`src/rtl/swdb_pkg.sv`:
```
// Package for the switch debounce edge reporter.
// Holds the configuration register layout, register indexes and reset values.
// No dependencies.
package swdb_pkg;

    localparam int DATA_W = 8;
    localparam int CMD_W  = 4;
    localparam int THR_W  = 8;
    localparam int HB_W   = 16;
    localparam int SHIFT_W = 4;
    localparam int CFG_W  = 16;
    localparam int CFG_IDX_W = 2;

    localparam logic [CFG_IDX_W-1:0] REG_STABLE_THRESHOLD = 2'd0;
    localparam logic [CFG_IDX_W-1:0] REG_HEARTBEAT_TICKS  = 2'd1;
    localparam logic [CFG_IDX_W-1:0] REG_DATA_SHIFT       = 2'd2;
    localparam logic [CFG_IDX_W-1:0] REG_CMD_SHIFT        = 2'd3;

    localparam logic [THR_W-1:0]   THRESHOLD_RESET = 8'd3;
    localparam logic [HB_W-1:0]    HEARTBEAT_RESET = 16'd100;
    localparam logic [SHIFT_W-1:0] DATA_SHIFT_RESET = 4'd0;
    localparam logic [SHIFT_W-1:0] CMD_SHIFT_RESET  = 4'd8;

    localparam logic [THR_W-1:0] MATCH_MAX = 8'hFF;
    localparam logic [HB_W-1:0]  TICK_MAX  = 16'hFFFF;

    typedef struct packed {
        logic [THR_W-1:0]   stable_threshold;
        logic [HB_W-1:0]    heartbeat_ticks;
        logic [SHIFT_W-1:0] data_shift;
        logic [SHIFT_W-1:0] cmd_shift;
    } cfg_t;

endpackage

```
`src/rtl/swdb_debounce.sv`:
```
// Debounce stage: candidate word, saturating match count, stable word and
// command-field rising edge detection. Depends on swdb_pkg.
module swdb_debounce
    import swdb_pkg::*;
#(
    parameter int SWITCH_BITS = 16
)
(
    input  logic                   clk,
    input  logic                   rst_n,
    input  logic                   step,
    input  logic [SWITCH_BITS-1:0] raw_word,
    input  cfg_t                   cfg,
    output logic [SWITCH_BITS-1:0] stable_next,
    output logic [CMD_W-1:0]       rise_events
);

    logic [SWITCH_BITS-1:0] stable_reg;
    logic [SWITCH_BITS-1:0] cand_reg;
    logic [SWITCH_BITS-1:0] cand_next;
    logic [THR_W-1:0]       count_reg;
    logic [THR_W-1:0]       count_next;
    logic [CMD_W-1:0]       prev_cmd_reg;
    logic [CMD_W-1:0]       prev_cmd_next;
    logic [SWITCH_BITS-1:0] cmd_shifted;
    logic [CMD_W-1:0]       raw_cmd;
    logic                   take_word;

    always_comb
    begin
        cand_next  = cand_reg;
        count_next = count_reg;
        if (raw_word == cand_reg)
        begin
            if (count_reg < cfg.stable_threshold && count_reg < MATCH_MAX)
            begin
                count_next = count_reg + THR_W'(1);
            end
        end
        else
        begin
            cand_next  = raw_word;
            count_next = '0;
        end
    end

    // Bits shifted in from above the word read as zero.
    assign cmd_shifted = raw_word >> cfg.cmd_shift;
    assign raw_cmd     = cmd_shifted[CMD_W-1:0];
    assign take_word   = (count_next >= cfg.stable_threshold) && (raw_word != stable_reg);

    always_comb
    begin
        stable_next   = stable_reg;
        prev_cmd_next = prev_cmd_reg;
        rise_events   = '0;
        if (take_word)
        begin
            stable_next   = raw_word;
            prev_cmd_next = raw_cmd;
            rise_events   = raw_cmd & ~prev_cmd_reg;
        end
    end

    always_ff @(posedge clk or negedge rst_n)
    begin
        if (!rst_n)
        begin
            stable_reg   <= '0;
            cand_reg     <= '0;
            count_reg    <= '0;
            prev_cmd_reg <= '0;
        end
        else if (step)
        begin
            stable_reg   <= stable_next;
            cand_reg     <= cand_next;
            count_reg    <= count_next;
            prev_cmd_reg <= prev_cmd_next;
        end
    end

endmodule

```
`src/rtl/swdb_report.sv`:
```
// Report stage: event latch, last reported word, heartbeat tick counter and
// the output register of the result channel. Depends on swdb_pkg.
module swdb_report
    import swdb_pkg::*;
#(
    parameter int SWITCH_BITS = 16
)
(
    input  logic                   clk,
    input  logic                   rst_n,
    input  logic                   step,
    input  logic [SWITCH_BITS-1:0] stable_next,
    input  logic [CMD_W-1:0]       rise_events,
    input  cfg_t                   cfg,
    input  logic                   out_stall,
    output logic                   out_free,
    output logic                   out_valid,
    output logic [DATA_W-1:0]      switch_data,
    output logic [CMD_W-1:0]       command_switches,
    output logic [CMD_W-1:0]       rising_events,
    output logic                   is_heartbeat
);

    logic [CMD_W-1:0]       latched_reg;
    logic [CMD_W-1:0]       latched_next;
    logic [SWITCH_BITS-1:0] last_word_reg;
    logic [HB_W-1:0]        ticks_reg;
    logic [HB_W-1:0]        ticks_inc;
    logic                   changed;
    logic                   heartbeat;
    logic                   report;
    logic [SWITCH_BITS-1:0] data_shifted;
    logic [SWITCH_BITS-1:0] cmd_shifted;

    logic                   out_valid_reg;
    logic [DATA_W-1:0]      data_reg;
    logic [CMD_W-1:0]       cmd_reg;
    logic [CMD_W-1:0]       events_reg;
    logic                   heartbeat_reg;

    assign latched_next = latched_reg | rise_events;
    assign changed      = (stable_next != last_word_reg) || (latched_next != '0);
    assign ticks_inc    = (ticks_reg == TICK_MAX) ? ticks_reg : ticks_reg + HB_W'(1);
    assign heartbeat    = !changed && (ticks_inc >= cfg.heartbeat_ticks);
    assign report       = changed || heartbeat;

    assign data_shifted = stable_next >> cfg.data_shift;
    assign cmd_shifted  = stable_next >> cfg.cmd_shift;

    // The output register frees up in the same cycle its transaction completes.
    assign out_free = !out_valid_reg || !out_stall;

    always_ff @(posedge clk or negedge rst_n)
    begin
        if (!rst_n)
        begin
            latched_reg   <= '0;
            last_word_reg <= '1;
            ticks_reg     <= HEARTBEAT_RESET;
            out_valid_reg <= 1'b0;
        end
        else
        begin
            if (step)
            begin
                if (report)
                begin
                    latched_reg   <= '0;
                    last_word_reg <= stable_next;
                    ticks_reg     <= '0;
                end
                else
                begin
                    latched_reg <= latched_next;
                    ticks_reg   <= ticks_inc;
                end
            end
            if (out_free)
            begin
                out_valid_reg <= step && report;
            end
        end
    end

    always_ff @(posedge clk)
    begin
        if (step && report)
        begin
            data_reg      <= data_shifted[DATA_W-1:0];
            cmd_reg       <= cmd_shifted[CMD_W-1:0];
            events_reg    <= latched_next;
            heartbeat_reg <= heartbeat;
        end
    end

    assign out_valid        = out_valid_reg;
    assign switch_data      = data_reg;
    assign command_switches = cmd_reg;
    assign rising_events    = events_reg;
    assign is_heartbeat     = heartbeat_reg;

endmodule

```
`src/rtl/switch_debounce_edge_reporter.sv`:
```
// Top level of the switch debounce edge reporter: configuration registers,
// input register and the debounce and report stages.
// Depends on swdb_pkg, swdb_debounce and swdb_report.
//
// Usage:
// Each input transaction on raw_switches (in_valid/in_stall) is one debounce
// tick. A tick gives zero or one report transaction on the output channel
// (out_valid/out_stall) with switch_data, command_switches, rising_events and
// is_heartbeat. The tick is held in an input register, then processed in one
// pass into the output register once it is free. One tick is taken every
// cycle while the receiver does not stall; the single pass through the
// compare and count logic sets that rate. When the receiver stalls with a
// report waiting, the block keeps taking one more tick into its input
// register and then raises in_stall until the report is taken. Reset clears
// the debounce state and the event latch, loads the register defaults, sets
// the last reported word to all ones and leaves the tick counter at the
// heartbeat reset value, so the first tick sends a report. Configuration
// writes are taken in any cycle and land at the next clock edge.
module switch_debounce_edge_reporter
    import swdb_pkg::*;
#(
    parameter int SWITCH_BITS = 16
)
(
    input  logic                 clk,
    input  logic                 rst_n,
    input  logic                 cfg_we,
    input  logic [CFG_IDX_W-1:0] cfg_index,
    input  logic [CFG_W-1:0]     cfg_wdata,
    input  logic                 in_valid,
    output logic                 in_stall,
    input  logic [15:0]          raw_switches,
    output logic                 out_valid,
    input  logic                 out_stall,
    output logic [DATA_W-1:0]    switch_data,
    output logic [CMD_W-1:0]     command_switches,
    output logic [CMD_W-1:0]     rising_events,
    output logic                 is_heartbeat
);

    localparam int RAW_W = 16;

    cfg_t                   cfg_reg;
    logic                   s1_valid_reg;
    logic [SWITCH_BITS-1:0] raw_reg;
    logic [SWITCH_BITS-1:0] raw_word;
    logic                   out_free;
    logic                   step;
    logic                   in_take;
    logic [SWITCH_BITS-1:0] stable_next;
    logic [CMD_W-1:0]       rise_events;

    always_ff @(posedge clk or negedge rst_n)
    begin
        if (!rst_n)
        begin
            cfg_reg.stable_threshold <= THRESHOLD_RESET;
            cfg_reg.heartbeat_ticks  <= HEARTBEAT_RESET;
            cfg_reg.data_shift       <= DATA_SHIFT_RESET;
            cfg_reg.cmd_shift        <= CMD_SHIFT_RESET;
        end
        else if (cfg_we)
        begin
            unique case (cfg_index)
                REG_STABLE_THRESHOLD: cfg_reg.stable_threshold <= cfg_wdata[THR_W-1:0];
                REG_HEARTBEAT_TICKS:  cfg_reg.heartbeat_ticks  <= cfg_wdata[HB_W-1:0];
                REG_DATA_SHIFT:       cfg_reg.data_shift       <= cfg_wdata[SHIFT_W-1:0];
                REG_CMD_SHIFT:        cfg_reg.cmd_shift        <= cfg_wdata[SHIFT_W-1:0];
                default:              cfg_reg                  <= cfg_reg;
            endcase
        end
    end

    // Raw bits above the switch word are dropped; missing bits read as zero.
    generate
        if (SWITCH_BITS > RAW_W)
        begin : g_wide
            assign raw_word = {{(SWITCH_BITS-RAW_W){1'b0}}, raw_switches};
        end
        else
        begin : g_narrow
            assign raw_word = raw_switches[SWITCH_BITS-1:0];
        end
    endgenerate

    assign step     = s1_valid_reg && out_free;
    assign in_stall = s1_valid_reg && !out_free;
    assign in_take  = in_valid && !in_stall;

    always_ff @(posedge clk or negedge rst_n)
    begin
        if (!rst_n)
        begin
            s1_valid_reg <= 1'b0;
        end
        else if (in_take)
        begin
            s1_valid_reg <= 1'b1;
        end
        else if (step)
        begin
            s1_valid_reg <= 1'b0;
        end
    end

    always_ff @(posedge clk)
    begin
        if (in_take)
        begin
            raw_reg <= raw_word;
        end
    end

    swdb_debounce #(
        .SWITCH_BITS (SWITCH_BITS)
    ) u_debounce (
        .clk         (clk),
        .rst_n       (rst_n),
        .step        (step),
        .raw_word    (raw_reg),
        .cfg         (cfg_reg),
        .stable_next (stable_next),
        .rise_events (rise_events)
    );

    swdb_report #(
        .SWITCH_BITS (SWITCH_BITS)
    ) u_report (
        .clk              (clk),
        .rst_n            (rst_n),
        .step             (step),
        .stable_next      (stable_next),
        .rise_events      (rise_events),
        .cfg              (cfg_reg),
        .out_stall        (out_stall),
        .out_free         (out_free),
        .out_valid        (out_valid),
        .switch_data      (switch_data),
        .command_switches (command_switches),
        .rising_events    (rising_events),
        .is_heartbeat     (is_heartbeat)
    );

endmodule

```
`config.mk`:
```
export PLATFORM = sky130hd
export DESIGN_NAME = switch_debounce_edge_reporter
export DESIGN_NICKNAME = d
export VERILOG_FILES = /design/src/rtl/swdb_pkg.sv /design/src/rtl/swdb_debounce.sv /design/src/rtl/swdb_report.sv /design/src/rtl/switch_debounce_edge_reporter.sv
export SDC_FILE = /design/constraint.sdc
export NUM_CORES = 1
export LEC_CHECK = 0
export ABC_AREA = 1
export BUFFER_PORTS_ARGS = -buffer_cell sky130_fd_sc_hd__buf_2
export CORE_UTILIZATION = 25
export CTS_CLUSTER_DIAMETER = 120
export DETAILED_ROUTE_END_ITERATION = 10
export MAX_ROUTING_LAYER = met4
export PLACE_DENSITY_LB_ADDON = 0.15
export SYNTH_ARGS = -nofsm -noshare
export SYNTH_HDL_FRONTEND = slang
export SYNTH_SLANG_ARGS = --single-unit
```
`constraint.sdc`:
```
create_clock -name clk -period 5.9 [get_ports clk]
set_input_delay 0.295 -clock clk [delete_from_list [all_inputs] [get_ports clk]]
set_output_delay 0.295 -clock clk [all_outputs]
set_load 0.005 [all_outputs]
```
==> metrics.cfg, run 1 <==
[logic_synthesis]
ys_ff_latch = 147
netlist_area_um2 = 9193
yosys-top-cells-area = dfrtp_1 (24%), nand2_1 (17%), edfxtp_1 (11%)
synth-xor-area-share_pct = 2.191
synth_top_cells_by_count = nand2_1 (421), inv_1 (135), o21ai_0 (131)
synthAdderAreaFrac_pct = 4.492
synth_nets = 1333
synth_compound_area_share_pct = 13.08
synth_top_area_share_pct = 24.23
yosysMostFrequentCell = nand2_1
yosys.area.top_type = dfrtp_1
synth_top_family_by_area = simple AND/OR/NAND/NOR gates
ys_types = 41
yosysWarnings = 0
async_flop_share_pct = 77.55
synthSimpleGateAreaFrac_pct = 28.46
muxShareOfSynthArea_pct = 0.5717
synth-seq-area-share_pct = 42.15
ys.flop_type = dfrtp_1
synth_edf_count = 33
syn_inst = 1261
syn_area_per_cell_um2 = 7.290

[grt]
use_met2_pct = 22.41
grt_use_met3_pct = 2.540
grt_pass1_wl_um = 44570
gr-max-usage-layer = met2
grtUsageTotal_pct = 15.63
grt_max_degree = 77
first_global_vias = 7844
antenna_found_initial = 0
grt.overflow.total = 0
use_met1_pct = 22.24

[setup_path]
critPathMostFrequentCell = nand2_1
slowest_delay_ps = 590
worstSetupPathType = reg2reg
cp-start-kind = register
crit_slowest_cell = o21ai_0
end_kind = register
path_max_fanout = 33
critPathRequiredTime_ps = 5970
arrival_ps = 5150

[outcome]
outcome = finished, final reports clean

[clocking]
cts_tree = yes
cts_hold_buf = 1
clkTransAtPathRegs_ps = 70
clk_latency_ps = 440
cts-buffers-inserted = 17
cts_root_buf = clkbuf_16
htreeDepth = 4
cts_setup_buffers = 0
postCtsResizedCells = 0
max-clock-path-buffers = 2
cts_sinks = 147

[sta]
tightest_slew_ps = 1049
finalHoldViolCount = 0
clock.fmax_mhz = 196.9
slew_violations = 0
min_period_ps = 5078
setup_viol = 0
rsz0062_at_grt = false
setup_tns_ps = 0
finClkSkew_ps = 9.373
fin_crit_sh_pct = 86.07
slew_headroom_pct = 29.84

[floorplanning]
row_count = 69
die_y_um = 193.8
coreArea_um2 = 35910
initial_utilization_pct = 25.60
dieArea_um2 = 37540
die_w_um = 193.8
ios = 58

[cells_and_area]
fill_cells = 3940
synthToLayoutAreaGrowth_pct = 14.50
multi_input_area_um2 = 4488
largest_register_ffs = 32
stdcell_area_um2 = 10530
seq_area_um2 = 3875
drive_gt1_share_pct = 11.76
diodes = 0
final_nets = 1368

[drt]
drt-initial-drc-count = 506
remaining_drc_errors = 0
first_pass_iters = 5
wl_um = 27300
postRouteAntennaNets = 0
vias_per_cell = 4.577
vias = 8101
avgRoutedWirePerCell_um = 15.43

[pwr]
finalPower_w = 0.004164
power_per_cell_area_nw_per_um2 = 395.6
p_leak_nw = 4.957
peakVddDrop_v = 0.0002409

[hold_path]
hold_path.class = in2reg

[place]
gp_congestion = 0.8463
placed_area_um2 = 9869
placement.io_buffers = 57
dp_hpwl_um = 20590

[job]
cap_violations = 0

## final cells by class
type                            count  share of cell area (%)
Inverter                          155                   5.528
Tap cell                          461                   5.480
Clock inverter                      7                   1.106
Sequential cell                   147                   36.82
Clock buffer                       25                   5.029
Multi-Input combinational cell    909                   42.64
Timing Repair Buffer               66                   3.400
## path summary, 6_finish.rpt
| check | cells after the start | to | from | slack, ps |
|---|---|---|---|---|
| max | 27 | u_report.switch_data[0] | cfg_reg[25] | 820 |
| min | 1 | raw_reg[12] | raw_switches[12] | 20 |
| max reg2reg | 27 | u_report.switch_data[0] | cfg_reg[25] | 820 |
| min reg2reg | 2 | u_report.last_word_reg[12] | u_report.last_word_reg[12] | 470 |
| max in group asynchronous | 3 | u_debounce.prev_cmd_reg[3] | rst_n | 4130 |
| min in group asynchronous | 2 | u_debounce.count_reg[0] | rst_n | 380 |
## placed cells by master, fill, tap and decap left out, types with 11 or more instances in the layout
master and n:
a21oi_1 41, buf_2 56, clkbuf_16 20, dfrtp_1 89, dfstp_2 25, edfxtp_1 33
ha_1 33, inv_1 135, inv_2 17, nand2_1 421, nand3_1 93, nor2_1 66
nor3_1 15, o211ai_1 17, o21ai_0 131, o22ai_1 17, xnor2_1 12, xor2_1 11
## report_power, final
group	switching, W	internal, W
clock network	0.000446	0.000752
registers	0.000204	0.00134
logic	0.000957	0.000467
total	0.00161	0.00256
## routing by layer
metal,vias to the layer above,wire length [µm]
met5,-,0
met4,0,486
met3,34,994
met2,144,11480
met1,3747,14340
li1,4176,-
## per-stage QoR
step	hold slack, ps	cells	setup WS, ps	util (%)
final	23.76	1770	822.0	29.31
after global placement	319.5	1737	855.2	27.48
after floorplan	-0.5911	1261	1624	-
after detailed placement	316.1	1737	788.4	27.48
after CTS	3.168	1770	776.3	29.31
after global routing	2.395	1770	150.6	29.31
## kinds of logic after synthesis
logic type / Yosys count
compound gates: 220
xor+xnor: 23
fa+ha+maj: 33
buf+inv: 205
flops: 147
mux: 5
simple gates: 628
## worst max-delay path, delay by kind of cell (launching register included)
family          cells  cell delay [ps]
compound gates      5             1060
fa+ha+maj           2              590
buf+inv             4              850
flops               1              530
simple gates       16             1680
(Power assumes the default switching activity.)
==> inputs of run 2 (changes only) <==
- ABC_AREA: 1 -> unset
- clock period: 5.9 -> 5.16 ns (I/O delays scaled with it)
==> metrics.cfg, run 2 <==
[sta]
fin_crit_sh_pct = 98.77
fin_ws_ps = 63.43
hold_slack_ps = 23.58
clock.fmax_mhz = 196.2
setup_viol = 0
finClkSkew_ps = 13.67
slew_headroom_pct = 28.29
finalHoldViolCount = 0
rsz0062_at_grt = true
min_period_ps = 5097
slew_violations = 0
tightest_slew_ps = 1072

[clocking]
max-clock-path-buffers = 2
cts_tree = yes
cts_root_buf = clkbuf_16
cts_sinks = 147
cts-buffers-inserted = 17
htreeDepth = 4
clk_latency_ps = 440
clkTransAtPathRegs_ps = 70

[grt]
first_global_vias = 6965
grt_max_degree = 68
grt.overflow.total = 0
grtUsageTotal_pct = 15.44
antenna_found_initial = 0
grt_pass1_wl_um = 41790

[outcome]
outcome = finished, violations left
violations = design-rule violations

[logic_synthesis]
muxShareOfSynthArea_pct = 16.18
synth-seq-area-share_pct = 42.47
synthSimpleGateAreaFrac_pct = 12.00
synthAdderAreaFrac_pct = 4.526
yosys.area.top_type = dfrtp_1
synth_compound_area_share_pct = 13.14
synth_edf_count = 33
syn_inst = 876
netlist_area_um2 = 9124
ys_types = 65
yosysMostFrequentCell = nand2_1
yosysWarnings = 0
syn_area_per_cell_um2 = 10.42
synth_nets = 948
ys.flop_type = dfrtp_1
ys_ff_latch = 147
synth_top_area_share_pct = 24.41
async_flop_share_pct = 77.55
yosys-top-cells-area = dfrtp_1 (24%), edfxtp_1 (11%), dfstp_2 (7.2%)
synth-xor-area-share_pct = 6.336
synth_top_cells_by_count = nand2_1 (105), dfrtp_1 (89), a21oi_1 (52)
synth_top_family_by_area = multiplexers

[setup_path]
path_max_fanout = 6
end_kind = register
reg2reg_depth = 20
r2r_start = cfg_reg[25]
path_buf_inv = 4
arrival_ps = 5310
cp_num_cells = 20
cp_top_family = compound AO/OA/AOI/OAI gates
cp-start-kind = register
crit_chain = inv_2 > ha_4 > a21o_1 > a21o_1 > a21o_1 > a21o_1 > a2111oi_4 > nor2_2 > or4_4 > a21oi_2 > ha_1 > and4_4 > a221oi_4 > a21o_4 > buf_12 > mux2i_1 > buf_4 > buf_12 > mux4_2 > a222oi_1
critPathRequiredTime_ps = 5370
worstSetupPathType = reg2reg
endpoint = u_report.command_switches[1]
r2r-end = u_report.command_switches[1]
crit_start = cfg_reg[25]
critPathMostFrequentCell = a21o_1
crit_slowest_cell = dfstp_2
slowest_delay_ps = 520
r2r_slack_ps = 60

[place]
gp_congestion = 0.7986
placement.io_buffers = 57
dp_hpwl_um = 19380
placed_area_um2 = 10370
dp_slack_ps = -196.1

[floorplanning]
die_y_um = 193.0
die_w_um = 193.0
initial_utilization_pct = 25.53
dieArea_um2 = 37260
row_count = 69
coreArea_um2 = 35740
ios = 58

[cells_and_area]
fill_cells = 3674
final_nets = 1096
stdcell_area_um2 = 11910
diodes = 0
drive_gt1_share_pct = 35.78
synthToLayoutAreaGrowth_pct = 30.55
final_common_cell = nand2_1
fin_util_pct = 33.33
final_cell_mix = nand2_1 (103), buf_4 (90), dfrtp_1 (89)
largest_register_ffs = 32

[drt]
avgRoutedWirePerCell_um = 18.35
first_pass_iters = 8
drt-initial-drc-count = 474
remaining_drc_errors = 10
wl_um = 27500
vias = 7150
postRouteAntennaNets = 0
vias_per_cell = 4.773

[pwr]
power_per_cell_area_nw_per_um2 = 401.1
p_leak_nw = 5.092
peakVddDrop_v = 0.0002711

[hold_path]
hold_path.class = in2reg

[job]
cap_violations = 0

[run 2: cell types whose count changed after synthesis, sizes merged, moves of 21 or more]
cell,delta
nand2,-319
inv,-105
o21ai,-90
nand3,-83
mux2,+48
nor2,-42
mux2i,+41
xnor2,+29
mux4,+21
[run 2: how the worst min path moves through the flow]
stage | cells past startpoint | slack, ps | startpoint | endpoint
6_report | 1 | 20 | raw_switches[11] | raw_reg[11]
2_1_floorplan | 0 | -40 | rst_n | cfg_reg[0]
5_1_grt | 1 | 9 | raw_switches[11] | raw_reg[11]
3_3_place_gp | 1 | 350 | rst_n | cfg_reg[30]
4_1_cts | 2 | 3 | in_valid | s1_valid_reg
3_5_place_dp | 1 | 340 | rst_n | cfg_reg[30]
[run 2: stage by stage]
stage,power (W),TNS (ps),std cells
floorplan,0.002631,0,876
global placement,0.003211,-592.1,1416
detailed placement,0.003214,-2949,1416
CTS,0.004608,0,1477
global route,0.005040,-1749,1498
finish,0.004778,0,1498
[run 2: layout make-up]
type / count / area (µm²) / area share, %
Inverter: 50 / 195.2 / 1.639
Timing Repair Buffer: 183 / 1500 / 12.59
Clock inverter: 10 / 96.34 / 0.8088
Tap cell: 461 / 576.8 / 4.842
Clock buffer: 22 / 496.7 / 4.170
Sequential cell: 147 / 3875 / 32.53
Multi-Input combinational cell: 625 / 5171 / 43.41
[run 2: power by group]
group          total, W  internal, W  switching (W)  leakage (nW)
Clock           0.00127     0.000736       0.000536         0.279
Combinational   0.00176     0.000944       0.000815          3.10
Sequential      0.00175      0.00146       0.000290          1.72
Total           0.00478      0.00314        0.00164          5.09
[run 2: what timing repair did]
action | CTS | global route
setup buffers | 11 | 19
hold buffers | 16 | 0
gates resized for setup | 25 | 76
pin swaps | 18 | 23
endpoints found under the setup margin | 61 | 64
hold endpoints to repair | 59 | 0
cloned | 3 | 4
[run 2: kinds of logic after synthesis]
| kind of cell | count (synthesis) |
|---|---|
| adder cells (fa/ha/maj) | 33 |
| buffers and inverters | 104 |
| XOR/XNOR | 66 |
| multiplexers | 115 |
| AO/OA/AOI/OAI | 184 |
| flip-flops | 147 |
| AND/OR/NAND/NOR | 227 |
[run 2: worst reg2reg max path, stage by stage, from the launching register on]
cell       delay, ps
dfstp_2          520
inv_2             40
ha_4             190
a21o_1           170
a21o_1           150
a21o_1           150
a21o_1           190
a2111oi_4        350
nor2_2            90
or4_4            520
a21oi_2          140
ha_1             260
and4_4           180
a221oi_4         310
a21o_4           210
buf_12           140
mux2i_1           70
buf_4            160
buf_12           120
mux4_2           480
a222oi_1         440
[run 2: layer usage]
layer / global-route usage, % / routed length [µm] / up-vias
li1: - / - / 3459
met1: 21.70 / 13810 / 3542
met2: 22.79 / 12380 / 127
met3: 2.661 / 940 / 22
met4: 4.056 / 362 / 0
met5: - / 0 / -
